[src/sv/sfwp_pkg.sv]
`timescale 1ns / 1ps

package sfwp_pkg;

    // Frame layout
    localparam int FRAME_BYTES     = 19;
    localparam int WEIGHT_CHARS    = 9;
    localparam int FRACTION_DIGITS = 3;
    localparam int SYMBOL_OFFSET   = 3;
    localparam int WEIGHT_OFFSET   = 4;
    localparam int WEIGHT_END      = WEIGHT_OFFSET + WEIGHT_CHARS;

    // Field widths
    localparam int BYTE_W  = 8;
    localparam int POS_W   = 5;
    localparam int MAG_W   = 40;
    localparam int FRAC_W  = 2;
    localparam int SCALE_W = 10;
    localparam int OUT_W   = MAG_W + 1;

    // Characters
    localparam logic [BYTE_W-1:0] CH_SPACE  = 8'd32;
    localparam logic [BYTE_W-1:0] CH_TAB    = 8'd9;
    localparam logic [BYTE_W-1:0] CH_CR     = 8'd13;
    localparam logic [BYTE_W-1:0] CH_PLUS   = 8'd43;
    localparam logic [BYTE_W-1:0] CH_MINUS  = 8'd45;
    localparam logic [BYTE_W-1:0] CH_POINT  = 8'd46;
    localparam logic [BYTE_W-1:0] CH_ZERO   = 8'd48;
    localparam logic [BYTE_W-1:0] CH_NINE   = 8'd57;
    localparam logic [BYTE_W-1:0] HEADER_RST = 8'd69;

    typedef logic [BYTE_W-1:0] t_byte;
    typedef logic [MAG_W-1:0]  t_mag;
    typedef logic signed [OUT_W-1:0] t_weight;

    // Power of ten that brings the kept fraction digits up to thousandths
    function automatic logic [SCALE_W-1:0] frac_scale(input logic [FRAC_W-1:0] frac);
        logic [SCALE_W-1:0] s;
        case (frac)
            2'd0:    s = 10'd1000;
            2'd1:    s = 10'd100;
            2'd2:    s = 10'd10;
            default: s = 10'd1;
        endcase
        return s;
    endfunction

endpackage

[src/sv/sfwp_rx_if.sv]
`timescale 1ns / 1ps

interface sfwp_rx_if;
    import sfwp_pkg::*;

    logic  valid;
    logic  ready;
    t_byte rx_byte;

    modport source (output valid, output rx_byte, input ready);
    modport sink   (input valid, input rx_byte, output ready);
endinterface

[src/sv/sfwp_res_if.sv]
`timescale 1ns / 1ps

interface sfwp_res_if;
    import sfwp_pkg::*;

    logic    valid;
    logic    ready;
    t_weight weight_milli;
    logic    parse_ok;

    modport source (output valid, output weight_milli, output parse_ok, input ready);
    modport sink   (input valid, input weight_milli, input parse_ok, output ready);
endinterface

[src/sv/scale_frame_weight_parser.sv]
`timescale 1ns / 1ps

// Channel   | Dir | Word                                 | Handshake
// ----------+-----+--------------------------------------+-------------
// i_rx      | in  | rx_byte[7:0]                         | valid/ready
// o_res     | out | weight_milli[40:0] (s), parse_ok     | valid/ready
// i_cfg_*   | in  | header byte [7:0]                    | write enable
//
// One byte per cycle sustained while the snapshot stage can take frame ends.
// A byte is held in the input register once taken and parsed from there; a
// frame's word passes snapshot, scale (40x10 multiply) and sign stages to o_res.
// Synchronous active-low reset clears frame position, parse state, all stage
// valids and sets the header byte to 'E'.
// Each stage has its own valid; a waiting result stalls only the stages behind
// it that are full, so bytes keep flowing between frames.

module scale_frame_weight_parser (
    input  logic                        i_clk,
    input  logic                        i_rst_n,
    input  logic                        i_cfg_wr_en,
    input  logic [sfwp_pkg::BYTE_W-1:0] i_cfg_wr_data,
    sfwp_rx_if.sink                     i_rx,
    sfwp_res_if.source                  o_res
);
    import sfwp_pkg::*;

    // Parse phases
    localparam logic [1:0] PH_SPACE = 2'd0;
    localparam logic [1:0] PH_INT   = 2'd1;
    localparam logic [1:0] PH_FRAC  = 2'd2;
    localparam logic [1:0] PH_STOP  = 2'd3;

    localparam logic [POS_W-1:0] POS_SYMBOL = POS_W'(SYMBOL_OFFSET);
    localparam logic [POS_W:0]   POS_WBEG   = (POS_W+1)'(WEIGHT_OFFSET);
    localparam logic [POS_W:0]   POS_WEND   = (POS_W+1)'(WEIGHT_END);
    localparam logic [POS_W-1:0] POS_LAST   = POS_W'(FRAME_BYTES - 1);
    localparam logic [FRAC_W-1:0] FRAC_MAX  = FRAC_W'(FRACTION_DIGITS);
    localparam int MUL_W = MAG_W + SCALE_W;

    // Config register
    t_byte r_header;

    // Input register
    logic  r_in_valid;
    t_byte r_in_byte;

    // Parse state
    logic [POS_W-1:0]  r_pos,   n_pos;
    t_mag              r_mag,   n_mag;
    logic [FRAC_W-1:0] r_frac,  n_frac;
    logic [1:0]        r_phase, n_phase;
    logic              r_seen,  n_seen;
    logic              r_fneg,  n_fneg;
    logic              r_sneg,  n_sneg;

    // Snapshot stage
    logic              r_s1_valid;
    t_mag              r_s1_mag;
    logic [FRAC_W-1:0] r_s1_frac;
    logic              r_s1_seen;
    logic              r_s1_neg;

    // Scaled stage
    logic r_s2_valid;
    t_mag r_s2_mag;
    logic r_s2_seen;
    logic r_s2_neg;

    // Output register
    logic    r_out_valid;
    t_weight r_out_weight;
    logic    r_out_ok;

    logic frame_end;
    logic step;
    logic s1_free, s2_free, out_free;
    logic s1_go, s2_go;
    logic [MUL_W-1:0] mul_prod;
    t_mag scaled_mag;
    logic [OUT_W-1:0] mag_ext;

    // Stage hand-off
    assign out_free  = !r_out_valid || o_res.ready;
    assign s2_go     = r_s2_valid && out_free;
    assign s2_free   = !r_s2_valid || out_free;
    assign s1_go     = r_s1_valid && s2_free;
    assign s1_free   = !r_s1_valid || s2_free;
    assign step      = r_in_valid && (!frame_end || s1_free);
    assign i_rx.ready = !r_in_valid || step;

    // Byte parse, one step per byte
    always_comb begin
        logic [POS_W-1:0]  pos;
        logic              c_digit;
        logic              c_space;
        logic              add;
        logic [3:0]        d;
        logic [MAG_W+3:0]  x10;

        pos = (r_in_byte == r_header) ? '0 : r_pos;

        n_mag   = r_mag;
        n_frac  = r_frac;
        n_phase = r_phase;
        n_seen  = r_seen;
        n_fneg  = r_fneg;
        n_sneg  = r_sneg;
        if (pos == '0) begin
            n_mag   = '0;
            n_frac  = '0;
            n_phase = PH_SPACE;
            n_seen  = 1'b0;
            n_fneg  = 1'b0;
            n_sneg  = 1'b0;
        end

        c_digit = (r_in_byte >= CH_ZERO) && (r_in_byte <= CH_NINE);
        c_space = (r_in_byte == CH_SPACE) || ((r_in_byte >= CH_TAB) && (r_in_byte <= CH_CR));
        d       = 4'(r_in_byte - CH_ZERO);
        add     = 1'b0;

        if (pos == POS_SYMBOL) begin
            n_sneg = (r_in_byte == CH_MINUS);
        end else if ({1'b0, pos} >= POS_WBEG && {1'b0, pos} < POS_WEND) begin
            case (n_phase)
                PH_SPACE: begin
                    if (c_space) begin
                        n_phase = PH_SPACE;
                    end else if (r_in_byte == CH_PLUS || r_in_byte == CH_MINUS) begin
                        n_fneg  = (r_in_byte == CH_MINUS);
                        n_phase = PH_INT;
                    end else if (c_digit) begin
                        add     = 1'b1;
                        n_phase = PH_INT;
                    end else if (r_in_byte == CH_POINT) begin
                        n_phase = PH_FRAC;
                    end else begin
                        n_phase = PH_STOP;
                    end
                end
                PH_INT: begin
                    if (c_digit) begin
                        add = 1'b1;
                    end else if (r_in_byte == CH_POINT) begin
                        n_phase = PH_FRAC;
                    end else begin
                        n_phase = PH_STOP;
                    end
                end
                PH_FRAC: begin
                    if (c_digit) begin
                        n_seen = 1'b1;
                        if (n_frac < FRAC_MAX) begin
                            add    = 1'b1;
                            n_frac = n_frac + 1'b1;
                        end
                    end else begin
                        n_phase = PH_STOP;
                    end
                end
                default: begin
                    n_phase = PH_STOP;
                end
            endcase
        end

        // mag*10 + d, saturating at full scale
        x10 = {n_mag, 3'b000} + {2'b00, n_mag, 1'b0} + (MAG_W+4)'(d);
        if (add) begin
            n_seen = 1'b1;
            n_mag  = (x10[MAG_W+3:MAG_W] != '0) ? '1 : x10[MAG_W-1:0];
        end

        frame_end = (pos == POS_LAST);
        n_pos     = frame_end ? '0 : pos + 1'b1;
    end

    // Scale to thousandths, saturating
    assign mul_prod   = MUL_W'(r_s1_mag) * MUL_W'(frac_scale(r_s1_frac));
    assign scaled_mag = (mul_prod[MUL_W-1:MAG_W] != '0) ? '1 : mul_prod[MAG_W-1:0];
    assign mag_ext    = {1'b0, r_s2_mag};

    // Control registers
    always_ff @(posedge i_clk) begin
        if (!i_rst_n) begin
            r_header    <= HEADER_RST;
            r_in_valid  <= 1'b0;
            r_pos       <= '0;
            r_mag       <= '0;
            r_frac      <= '0;
            r_phase     <= PH_SPACE;
            r_seen      <= 1'b0;
            r_fneg      <= 1'b0;
            r_sneg      <= 1'b0;
            r_s1_valid  <= 1'b0;
            r_s2_valid  <= 1'b0;
            r_out_valid <= 1'b0;
        end else begin
            if (i_cfg_wr_en) begin
                r_header <= i_cfg_wr_data;
            end
            if (i_rx.ready) begin
                r_in_valid <= i_rx.valid;
            end
            if (step) begin
                r_pos   <= n_pos;
                r_mag   <= n_mag;
                r_frac  <= n_frac;
                r_phase <= n_phase;
                r_seen  <= n_seen;
                r_fneg  <= n_fneg;
                r_sneg  <= n_sneg;
            end
            if (s1_free) begin
                r_s1_valid <= step && frame_end;
            end
            if (s2_free) begin
                r_s2_valid <= s1_go;
            end
            if (out_free) begin
                r_out_valid <= s2_go;
            end
        end
    end

    // Payload registers
    always_ff @(posedge i_clk) begin
        if (i_rx.ready) begin
            r_in_byte <= i_rx.rx_byte;
        end
        if (step && frame_end && s1_free) begin
            r_s1_mag  <= n_mag;
            r_s1_frac <= n_frac;
            r_s1_seen <= n_seen;
            r_s1_neg  <= n_fneg ^ n_sneg;
        end
        if (s1_go) begin
            r_s2_mag  <= scaled_mag;
            r_s2_seen <= r_s1_seen;
            r_s2_neg  <= r_s1_neg;
        end
        if (s2_go) begin
            r_out_ok <= r_s2_seen;
            if (!r_s2_seen) begin
                r_out_weight <= '0;
            end else if (r_s2_neg) begin
                r_out_weight <= t_weight'(-mag_ext);
            end else begin
                r_out_weight <= t_weight'(mag_ext);
            end
        end
    end

    assign o_res.valid        = r_out_valid;
    assign o_res.weight_milli = r_out_weight;
    assign o_res.parse_ok     = r_out_ok;

    // Checks
    a_pos_range: assert property (@(posedge i_clk) disable iff (!i_rst_n)
        r_pos <= POS_LAST)
        else $error("frame position beyond frame");

    a_fail_zero: assert property (@(posedge i_clk) disable iff (!i_rst_n)
        r_out_valid && !r_out_ok |-> r_out_weight == '0)
        else $error("failed parse gave a non-zero weight");

    a_frame_snap: assert property (@(posedge i_clk) disable iff (!i_rst_n)
        step && frame_end |=> r_s1_valid)
        else $error("frame end lost before scale stage");

    a_no_parse_pos0: assert property (@(posedge i_clk) disable iff (!i_rst_n)
        step && frame_end |=> r_pos == '0)
        else $error("position not restarted after frame end");

endmodule
[src/flat_wrapper.sv]
// flat-port wrapper written by rule: the top's interface ports become plain ports
module scale_frame_weight_parser_flat import sfwp_pkg::*;
  (i_clk, i_rst_n, i_cfg_wr_en, i_cfg_wr_data, i_rx_valid, i_rx_rx_byte, i_rx_ready, o_res_valid, o_res_weight_milli, o_res_parse_ok, o_res_ready);
  sfwp_rx_if i_rx_i ();
  sfwp_res_if o_res_i ();
  input  logic i_clk;
  input  logic i_rst_n;
  input  logic i_cfg_wr_en;
  input  logic [sfwp_pkg::BYTE_W-1:0] i_cfg_wr_data;
  input wire logic [$bits(i_rx_i.valid)-1:0] i_rx_valid;
  input wire logic [$bits(i_rx_i.rx_byte)-1:0] i_rx_rx_byte;
  output wire logic [$bits(i_rx_i.ready)-1:0] i_rx_ready;
  output wire logic [$bits(o_res_i.valid)-1:0] o_res_valid;
  output wire logic [$bits(o_res_i.weight_milli)-1:0] o_res_weight_milli;
  output wire logic [$bits(o_res_i.parse_ok)-1:0] o_res_parse_ok;
  input wire logic [$bits(o_res_i.ready)-1:0] o_res_ready;
  assign i_rx_i.valid = i_rx_valid;
  assign i_rx_i.rx_byte = i_rx_rx_byte;
  assign i_rx_ready = i_rx_i.ready;
  assign o_res_valid = o_res_i.valid;
  assign o_res_weight_milli = o_res_i.weight_milli;
  assign o_res_parse_ok = o_res_i.parse_ok;
  assign o_res_i.ready = o_res_ready;
  scale_frame_weight_parser u_core (.i_clk(i_clk), .i_rst_n(i_rst_n), .i_cfg_wr_en(i_cfg_wr_en), .i_cfg_wr_data(i_cfg_wr_data), .i_rx(i_rx_i), .o_res(o_res_i));
endmodule
[config.mk]
export PLATFORM = sky130hd
export DESIGN_NAME = scale_frame_weight_parser_flat
export DESIGN_NICKNAME = d
export VERILOG_FILES = /design/src/sv/sfwp_pkg.sv /design/src/sv/sfwp_rx_if.sv /design/src/sv/sfwp_res_if.sv /design/src/sv/scale_frame_weight_parser.sv /design/src/flat_wrapper.sv
export SDC_FILE = /design/constraint.sdc
export NUM_CORES = 1
export LEC_CHECK = 0
export BUFFER_PORTS_ARGS = -buffer_cell sky130_fd_sc_hd__buf_4
export CAP_MARGIN = 10
export CORE_MARGIN = 2
export CORE_UTILIZATION = 45
export DETAILED_ROUTE_END_ITERATION = 16
export HOLD_SLACK_MARGIN = 0.1
export PLACE_DENSITY = 0.6
export SKIP_CTS_REPAIR_TIMING = 1
export SYNTH_ARGS = -nofsm -noshare
export SYNTH_HDL_FRONTEND = slang
export SYNTH_SLANG_ARGS = --single-unit
[constraint.sdc]
create_clock -name i_clk -period 7.5 [get_ports i_clk]
set_input_delay 0.375 -clock i_clk [delete_from_list [all_inputs] [get_ports i_clk]]
set_output_delay 0.375 -clock i_clk [all_outputs]
set_load 0.02 [all_outputs]
==> results of run 1 <==
## worst max-delay path, cell delays in order (launching register included)
cell and delay [ps]:
edfxtp_1 540, buf_4 200, or2_2 350, nor2_1 220, ha_1 290, fa_1 490
fa_1 520, fa_1 560, inv_1 70, fa_1 540, inv_1 40, ha_1 360
a21oi_1 310, a211oi_1 150, a311oi_1 540, nand2_1 280, a31oi_1 510, mux2i_1 250
nor3_1 80, o21ai_2 200, buf_12 210, o2111ai_1 140
## power groups by stage
stage	sequential (uW)	clock, uW	combinational (uW)
floorplan	1200	0	37.6
global placement	1200	0	53.9
detailed placement	1200	0	55.1
CTS	1180	964	55.4
global route	1180	1000	64.6
finish	1180	937	58.5
## sequential cells by signal, indices dropped and copies added (netlist names), 5 cells and up
name,cells
u_core.o_res.weight_milli,41
u_core.r_header,8
u_core.r_in_byte,8
u_core.r_mag,40
u_core.r_pos,5
u_core.r_s1_mag,40
u_core.r_s2_mag,40
## worst min-delay path by stage
stage / slack (ps) / to / from / depth (start not counted)
after global placement: 450 / u_core.r_mag[23] / u_core.r_mag[23] / 2
after CTS: 40 / u_core.r_in_byte[5] / i_rx_rx_byte[5] / 1
final: 110 / u_core.r_header[2] / i_cfg_wr_data[2] / 3
after detailed placement: 450 / u_core.r_mag[3] / u_core.r_mag[3] / 2
after floorplan: 400 / u_core.r_s2_neg / u_core.r_s1_neg / 0
after global routing: 100 / u_core.r_header[6] / i_cfg_wr_data[6] / 3
## placed cells by master, fill, tap and decap left out, drive strengths merged, types with 8 or more instances in the layout
cell type,instances
and3,19
or4,8
edfxtp,136
and2,93
a21oi,117
xnor2,96
o41ai,8
nand3,43
dfxtp,64
a211oi,14
a2111oi,8
nor2b,85
o31ai,31
or2,14
nor3,50
o21a,13
inv,320
a31oi,35
buf,122
or3,21
a21o,39
o211ai,15
xor2,46
nand2,266
fa,245
nand4,66
clkbuf,19
mux2i,15
o21ai,131
dlygate4sd3,8
a22oi,8
a21boi,13
o21bai,14
nand2b,70
nor2,148
ha,210
a2bb2oi,23
## cell usage after synthesis (all sizes together) (7+ instances only)
cell | instances | area (um2)
or4 | 8 | 67.6
or3 | 21 | 146
nand2b | 70 | 445
a22oi | 8 | 60.1
nand4 | 66 | 413
xnor2 | 96 | 841
and3 | 19 | 119
a41oi | 7 | 61.3
o21ai | 131 | 656
a2bb2oi | 23 | 201
nand3 | 43 | 215
inv | 311 | 1170
o31ai | 31 | 246
fa | 245 | 4900
a21o | 39 | 293
nand2 | 266 | 998
a31oi | 35 | 219
a211oi | 14 | 105
buf | 12 | 57.6
mux2i | 15 | 150
nor2b | 85 | 532
dfxtp | 64 | 1280
o21bai | 14 | 105
nor3 | 50 | 250
o22ai | 7 | 43.8
o21a | 13 | 97.6
o41ai | 8 | 70.1
ha | 210 | 2630
a21boi | 13 | 97.6
clkbuf | 125 | 469
a21oi | 117 | 586
edfxtp | 136 | 4080
or2 | 14 | 87.6
o211ai | 15 | 113
and2 | 93 | 582
xor2 | 46 | 403
a2111oi | 8 | 70.1
nor2 | 148 | 556
## stage by stage
step                      utilization (%)  std cells
after floorplan                         -       2695
after global placement               48.2       3365
after detailed placement             48.2       3365
after CTS                            49.3       3397
after global routing                 49.7       3409
final                                49.7       3409
## kinds of logic (layout without fill, tap and decap cells)
| family | Yosys count | count (layout) | synth area share (%) |
|---|---|---|---|
| and+or+nand+nor | 913 | 913 | 19.4 |
| xor gates and xnor gates | 142 | 142 | 5.18 |
| DFF | 200 | 200 | 22.3 |
| buffers and inverters | 448 | 474 | 7.05 |
| AOI/OAI and AO/OA | 521 | 521 | 14.0 |
| muxes | 16 | 16 | 0.672 |
| adders and majority gates | 455 | 455 | 31.3 |
## final cells by class
cell class	count	area, um2
tap	688	861
clock inverter	14	175
clock buffer	18	439
timing repair buffer	131	1090
fill	4965	26500
sequential	200	5370
multi-input combinational	2047	17100
inverter	311	1170
## metal layers
metal	wire length, um	track usage [%]
met2	26200	34.0
met5	0	0
met4	764	4.49
met3	2100	2.27
met1	27300	29.5
==> results.ini, run 1 <==
[global_routing]
grt_max_degree=66
gr-usage-all-layers_pct=20.7
grt_pass1_vias=19000
antenna_found_initial=2
grt_overflow=0
grt_pass1_wl_um=95400

[synth]
syn-num-nets=3171
synth-seq-cells=200
netlist_instances=2695
ys_seq_area_share_pct=22.3
async_flop_share_pct=0
syn_area_mm2=0.0240
ys.flop_type=edfxtp_1
synthDistinctLibCells=77
ys.warnings.count=0
synth_edf_count=136
avgSynthCellArea_um2=8.92

[clocking]
clock_path_buffers=2
numClockSinks=200
h-tree-depth=4
path_clk_slew_ps=80
cts_root_buf=clkbuf_16
cts_tree=yes
cts_buffers=17
clk_latency_ps=470

[power_and_ir_drop]
ir_drop_uv=159
pwr-share-seq_pct=54.2
power_leakage_uw=0.0122
power_frac_comb_pct=2.7
power.density_mw_per_mm2=83.0
p_int_uw=1660
total_power_uw=2170
clkPwrFrac_pct=43.1
power_switching_uw=515
p_sw_share_pct=23.7

[finish]
n_antenna_cell=0
nets=3184
area_delta_synth_final_pct=8.94
drive_above_1_share_pct=7.46
design_area_mm2=0.0262

[die]
die_area_mm2=0.0553
die_w_um=235
die_y_um=235
io-pin-count=65
fp-row-count=84
core_mm2=0.0527
start_util_pct=45.6

[sta]
max_freq_mhz=140
final-setup-viol-count=0
finalCritPeriodShare_pct=95.4
hold-worst-slack_ps=114
grt_setup_unrepaired=no
slew-limit-headroom_pct=21.8
final.setup_skew_ps=13.0
tightest_slew_ps=1170
fin_crit_ps=7160
final_hold_viol_count=0
final_max_slew_viol_count=0
setup-tns-final_ps=0
setup_ws_ps=342

[critical_path]
rr_endpoint=u_core.r_s2_mag[5]
timing.rr.start=u_core.r_s1_frac[0]
cp-startpoint=u_core.r_s1_frac[0]
critical_path_class=flip-flop to flip-flop
crit_end=u_core.r_s2_mag[5]
cp.arrival_ps=7350
crit_required_ps=7700
end_kind=flip-flop
ff2ff_setup_slack_ps=340
reg2regPathDepth=21
cp-start-kind=flip-flop
crit_fanout=40

[route]
drt-initial-drc-count=1208
drc=0
routedWlPerCell_um=16.6
ant_nets=0
wl_um=56400
route.vias.total=18800
viasPerCell=5.52
dr.pass1.iters=5

[placement]
gp_congestion=0.910
pre_cts_slack_ps=183
port_buffers=64
dp_hpwl_um=45900
dpl-instance-area_mm2=0.0254

[min_path]
hold_class=input pin to flip-flop

[status]
status=finished clean

[run]
max_cap_violations=0

Power figures use the tool's default switching activity.
==> run 2, diff against run 1 <==
--- a/config.mk
+++ b/config.mk
@@ -8,10 +8,10 @@
 export BUFFER_PORTS_ARGS = -buffer_cell sky130_fd_sc_hd__buf_4
 export CAP_MARGIN = 10
 export CORE_MARGIN = 2
-export CORE_UTILIZATION = 45
+export CORE_UTILIZATION = 55
 export DETAILED_ROUTE_END_ITERATION = 16
 export HOLD_SLACK_MARGIN = 0.1
-export PLACE_DENSITY = 0.6
+export PLACE_DENSITY = 0.71
 export SKIP_CTS_REPAIR_TIMING = 1
 export SYNTH_ARGS = -nofsm -noshare
 export SYNTH_HDL_FRONTEND = slang
==> run 2 against run 1 <==
Cell count decreased by 3.1%. Via count increased by 1.4%. Sequential power about the same. Routed wire length increased by 1.9%. Worst hold slack improved by 4.4 ps. Worst setup slack got worse by 75 ps. Register-to-register slack got worse by 70 ps. Global-route usage increased by 5.6 points. Critical path type unchanged. Largest power group unchanged.
==> results.ini, run 2 (synthesis results as in run 1) <==
[finish]
design_area_mm2=0.0260  ; -0.55%
nets=3181  ; -0.094%
final_cell_mix=inv_1, nand2_1, fa_1, ha_1, nor2_1
n_antenna_cell=0  ; unchanged
drive_above_1_share_pct=7.32  ; -0.14 points
area_delta_synth_final_pct=8.34
largest_reg_flops=41  ; unchanged
final_common_cell=inv_1

[route]
routedWlPerCell_um=17.4  ; +5.2%
wl_um=57500  ; +1.9%
route.vias.total=19100  ; +1.4%
ant_nets=0  ; unchanged
drc=0  ; unchanged
drt-initial-drc-count=1355  ; +12%
viasPerCell=5.78  ; +4.7%
dr.pass1.iters=5  ; unchanged

[power_and_ir_drop]
power.density_mw_per_mm2=83.0  ; about the same
power_switching_uw=502  ; -2.6%
p_int_uw=1660  ; about the same
power_leakage_uw=0.0122  ; -0.21%
p_sw_share_pct=23.2  ; -0.48 points
pwr-share-seq_pct=54.4  ; +0.2 points
power_frac_comb_pct=3.0  ; +0.3 points
ir_drop_uv=112  ; -30%
clkPwrFrac_pct=42.6  ; -0.5 points

[sta]
final_max_slew_viol_count=0  ; unchanged
tightest_slew_ps=1030  ; -147 ps
slew-limit-headroom_pct=31.6  ; +9.8 points
hold-worst-slack_ps=119  ; +4.44 ps
setup-tns-final_ps=0  ; unchanged
setup_ws_ps=267  ; -75.0 ps
max_freq_mhz=138  ; -1.0%
final.setup_skew_ps=11.4  ; -1.65 ps
finalCritPeriodShare_pct=96.4  ; +1.0 points
final_hold_viol_count=0  ; unchanged
final-setup-viol-count=0  ; unchanged
fin_crit_ps=7230  ; +75.0 ps

[placement]
dpl-instance-area_mm2=0.0252  ; -0.50%
dp_hpwl_um=45600  ; -0.81%
gp_congestion=0.974  ; +7.0%
port_buffers=64  ; unchanged
pre_cts_slack_ps=-243  ; -426 ps

[critical_path]
ff2ff_setup_slack_ps=270  ; -70 ps
end_kind=flip-flop
critical_path_class=flip-flop to flip-flop
cp.arrival_ps=7420  ; +70 ps
crit_required_ps=7680  ; -20 ps
cp-start-kind=flip-flop
crit_fanout=32  ; -20%
rr_endpoint=u_core.r_s2_mag[5]
timing.rr.start=u_core.r_s1_frac[1]
reg2regPathDepth=24  ; +14%

[global_routing]
gr-usage-all-layers_pct=26.3  ; +5.6 points
grt_pass1_vias=19000  ; +0.32%
antenna_found_initial=0  ; -2
grt_overflow=0  ; unchanged
grt_pass1_wl_um=95400  ; about the same
grt_max_degree=68  ; +3.0%

[die]
start_util_pct=55.8  ; +10 points
die_w_um=213  ; -9.4%
core_mm2=0.0431  ; -18%
die_area_mm2=0.0454  ; -18%
io-pin-count=65  ; unchanged
die_y_um=213  ; -9.4%
fp-row-count=76  ; -9.5%

[status]
status=finished clean

[run]
max_cap_violations=0  ; unchanged

[clocking]
cts_tree=yes
numClockSinks=200  ; unchanged
h-tree-depth=4  ; unchanged
clk_latency_ps=470  ; about the same
path_clk_slew_ps=80  ; about the same
cts_buffers=17  ; unchanged
cts_root_buf=clkbuf_16
clock_path_buffers=2  ; unchanged

[min_path]
holdPathEnd=u_core.r_header[0]
whs_path_depth=3  ; unchanged
hold_class=input pin to flip-flop
hold_path.startpoint=i_cfg_wr_data[0]

run 2: cell count changes in the layout (fill, tap and decap cells not counted), moves of 2 or more:
cell       previous run  this run
clkinv_8              4         2
inv_6                 2         4
a2111oi_2             3         1
clkinv_2              0         2
buf_12                4         6
inv_12                2         0
nor2b_1              80        83
buf_4               117       112
nor2b_2               3         1
run 2: final cells by class:
cell class              instances  area (um2)
fillers                      3740       17000
multi-input cells            2047       17100
clock buffers                  19         458
flip-flops and latches        200        5370
well taps                     585         732
clock inverters                13         126
repair buffers                128        1090
inverters                     311        1170
run 2: worst max path at each step:
stage	depth (start not counted)	slack, ps	to	startpoint
final	24	270	u_core.r_s2_mag[5]	u_core.r_s1_frac[1]
after detailed placement	24	-240	u_core.r_s2_mag[5]	u_core.r_s1_frac[1]
after CTS	24	-270	u_core.r_s2_mag[5]	u_core.r_s1_frac[1]
after global placement	24	-140	u_core.r_s2_mag[5]	u_core.r_s1_frac[1]
after global routing	24	-8	u_core.r_s2_mag[5]	u_core.r_s1_frac[1]
after floorplan	23	410	u_core.r_s2_mag[27]	u_core.r_s1_frac[0]
run 2: critical path, stage by stage (launching register included):
cell and delay [ps]:
edfxtp_1 380, buf_12 200, inv_1 90, nor2_2 170, buf_4 230, nand2_1 80, fa_1 500, inv_1 60
fa_1 520, fa_1 440, fa_1 540, inv_1 50, fa_1 580, inv_1 70, ha_2 360, a21oi_1 250
o21a_1 210, a2bb2oi_2 240, or4b_2 680, o311ai_0 350, nand3b_1 170, nor4_4 270, buf_4 190, buf_12 160
o2111ai_1 140
run 2: stage by stage:
step                util [%]  power (uW)  cells
finish                  60.4        2160   3303
CTS                     59.9        2170   3291
global placement        58.6        1260   3259
floorplan                  -        1240   2695
global route            60.4        2210   3303
detailed placement      58.6        1260   3259
run 2: power groups by stage:
| stage | combinational [uW] | sequential [uW] | clock [uW] |
|---|---|---|---|
| final | 64.2 | 1180 | 920 |
| after global routing | 69.3 | 1180 | 966 |
| after CTS | 60.2 | 1180 | 935 |
| after detailed placement | 60.1 | 1200 | 0 |
| after global placement | 58.6 | 1200 | 0 |
| after floorplan | 37.6 | 1200 | 0 |
run 2: routing by layer:
metal	part of all wire, %	track usage [%]	routed length (um)	up-vias
met5	0	0	0	-
met1	45	35.6	25700	9228
li1	-	-	-	9182
met4	2.9	9.69	1680	0
met2	48	43.7	27400	579
met3	4.8	2.66	2760	96
==> run 3, diff against run 2 <==
--- a/config.mk
+++ b/config.mk
@@ -6,12 +6,11 @@
 export NUM_CORES = 1
 export LEC_CHECK = 0
 export BUFFER_PORTS_ARGS = -buffer_cell sky130_fd_sc_hd__buf_4
-export CAP_MARGIN = 10
 export CORE_MARGIN = 2
-export CORE_UTILIZATION = 55
+export CORE_UTILIZATION = 59
 export DETAILED_ROUTE_END_ITERATION = 16
 export HOLD_SLACK_MARGIN = 0.1
-export PLACE_DENSITY = 0.71
+export PLACE_DENSITY = 0.76
 export SKIP_CTS_REPAIR_TIMING = 1
 export SYNTH_ARGS = -nofsm -noshare
 export SYNTH_HDL_FRONTEND = slang
==> run 3 against run 2 <==
Non-clock buffer count down 1. First-iteration DRC count decreased by 5.2%. Critical path depth rose by 2. Global-route usage grew 1.4 points. Clock skew up 2.1 ps. Register-to-register slack better by 30 ps. Sequential power about the same. Critical endpoint unchanged.
==> results.ini, run 3 (synthesis results as in run 1) <==
[power_and_ir_drop]
power.density_mw_per_mm2=83.4  ; +0.55%
power_leakage_uw=0.0122  ; about the same
ir_drop_uv=151  ; +35%

[critical_path]
rr_endpoint=u_core.r_s2_mag[5]
crit_fanout=27  ; -16%
cp_slowest_stage_delay_ps=580  ; -100 ps
ff2ff_setup_slack_ps=300  ; +30 ps
cp-start-kind=flip-flop
critical_path_class=flip-flop to flip-flop
timing.rr.start=u_core.r_s1_frac[1]
reg2regPathDepth=26  ; +8.3%
slowest_stage=o21ai_0
cp_common_cell=fa_1
cp.arrival_ps=7380  ; -40 ps
crit_required_ps=7670  ; about the same
end_kind=flip-flop

[min_path]
hold_path.startpoint=i_cfg_wr_data[0]
holdPathEnd=u_core.r_header[0]
hold_class=input pin to flip-flop
whs_path_depth=3  ; unchanged

[finish]
area_delta_synth_final_pct=7.91
final_util_pct=64.8  ; +4.4 points
design_area_mm2=0.0259  ; -0.39%
seq_area_mm2=0.00537  ; unchanged
multiInputGateArea_mm2=0.0171  ; about the same
final_common_cell=inv_1
drive_above_1_share_pct=7.18  ; -0.14 points
n_antenna_cell=0  ; unchanged
final_cell_mix=inv_1, nand2_1, fa_1, ha_1, nor2_1
fin_cells=3242  ; -1.8%
nets=3180  ; -0.031%
nFillCells=3208  ; -14%
largest_reg_flops=41  ; unchanged

[die]
core_mm2=0.0400  ; -7.1%
die_area_mm2=0.0424  ; -6.7%
die_y_um=206  ; -3.4%
fp-row-count=73  ; -3.9%
die_w_um=206  ; -3.4%
io-pin-count=65  ; unchanged
start_util_pct=60.1  ; +4.3 points

[sta]
max_freq_mhz=139  ; +0.42%
final-setup-viol-count=0  ; unchanged
final.setup_skew_ps=13.5  ; +2.06 ps
slew-limit-headroom_pct=20.0  ; -12 points
finalCritPeriodShare_pct=96.0  ; -0.41 points
final_max_slew_viol_count=0  ; unchanged
fin_crit_ps=7200  ; -30.4 ps
setup_ws_ps=298  ; +30.4 ps
final_hold_viol_count=0  ; unchanged
grt_setup_unrepaired=no
hold-worst-slack_ps=124  ; +5.42 ps
tightest_slew_ps=1200  ; +173 ps

[global_routing]
grt_pass1_wl_um=94000  ; -1.4%
gr-usage-all-layers_pct=27.7  ; +1.4 points
grt_max_degree=72  ; +5.9%
antenna_found_initial=1  ; +1
grt_pass1_vias=19100  ; +0.59%
grt_overflow=0  ; unchanged

[run]
max_cap_violations=0  ; unchanged

[route]
drt-initial-drc-count=1284  ; -5.2%
routedWlPerCell_um=17.7  ; +1.7%
viasPerCell=5.97  ; +3.3%
wl_um=57400  ; -0.19%
drc=0  ; unchanged
dr.pass1.iters=6  ; +1
route.vias.total=19400  ; +1.4%
ant_nets=0  ; unchanged

[clocking]
cts_tree=yes
path_clk_slew_ps=80  ; about the same
clock_path_buffers=2  ; unchanged
cts_buffers=17  ; unchanged
numClockSinks=200  ; unchanged
h-tree-depth=4  ; unchanged
clk_latency_ps=460  ; about the same
cts_root_buf=clkbuf_16

[placement]
port_buffers=64  ; unchanged
dp_hpwl_um=45500  ; -0.26%
place_inst=3196  ; -1.9%
dpl-instance-area_mm2=0.0251  ; -0.43%
gp_congestion=0.976  ; +0.18%
pre_cts_slack_ps=-172  ; +71.1 ps

[status]
status=finished clean

## run 3: cell types whose count changed in the layout (fill, tap and decap cells not counted), sizes merged
cell | previous run | this run
clkinvlp | 0 | 2
inv | 319 | 316
clkbuf | 20 | 21
clkinv | 5 | 6
buf | 119 | 117
## run 3: power by group
| group | leakage, uW | total (uW) | internal (uW) | switching [uW] |
|---|---|---|---|---|
| Clock | 0.000279 | 925 | 450 | 475 |
| Combinational | 0.0101 | 61.8 | 25.6 | 36.2 |
| Sequential | 0.00187 | 1180 | 1170 | 7.97 |
| Total | 0.0122 | 2160 | 1640 | 519 |
## run 3: worst max path at each step
stage,cells after the start,start,slack (ps),to
final,26,u_core.r_s1_frac[1],300,u_core.r_s2_mag[5]
after global routing,23,u_core.r_s1_frac[1],6,u_core.r_s2_mag[5]
after global placement,25,u_core.r_s1_frac[1],-80,u_core.r_s2_mag[5]
after CTS,25,u_core.r_s1_frac[1],-220,u_core.r_s2_mag[5]
after detailed placement,25,u_core.r_s1_frac[1],-170,u_core.r_s2_mag[5]
after floorplan,23,u_core.r_s1_frac[0],410,u_core.r_s2_mag[27]
## run 3: final cells by class
class                      instances  area share, %
clock buffer                      19           1.70
inverter                         311           4.50
timing repair buffer             127           4.18
clock inverter                    13          0.521
tap                              525           2.53
multi-input combinational       2047           65.9
sequential                       200           20.7
## run 3: per-layer routing
metal / global-route usage (%) / wire length [um] / vias up
met2: 45.5 / 27000 / 662
met4: 10.3 / 1940 / 2
li1: - / - / 9207
met5: 0 / 18 / -
met1: 37.0 / 25000 / 9356
met3: 4.55 / 3430 / 123
## run 3: through the flow
step / total power [uW] / setup TNS, ps
after detailed placement: 1260 / -5020
after global routing: 2220 / 0
after floorplan: 1240 / 0
after CTS: 2170 / -6870
final: 2160 / 0
after global placement: 1260 / -1860
## run 3: worst max-delay path, delay by kind of cell (launching register included)
family	cells	cell delay [ps]
compound gates	6	1550
buf+inv	9	1110
flops	1	440
simple gates	5	870
fa+ha+maj	6	2900
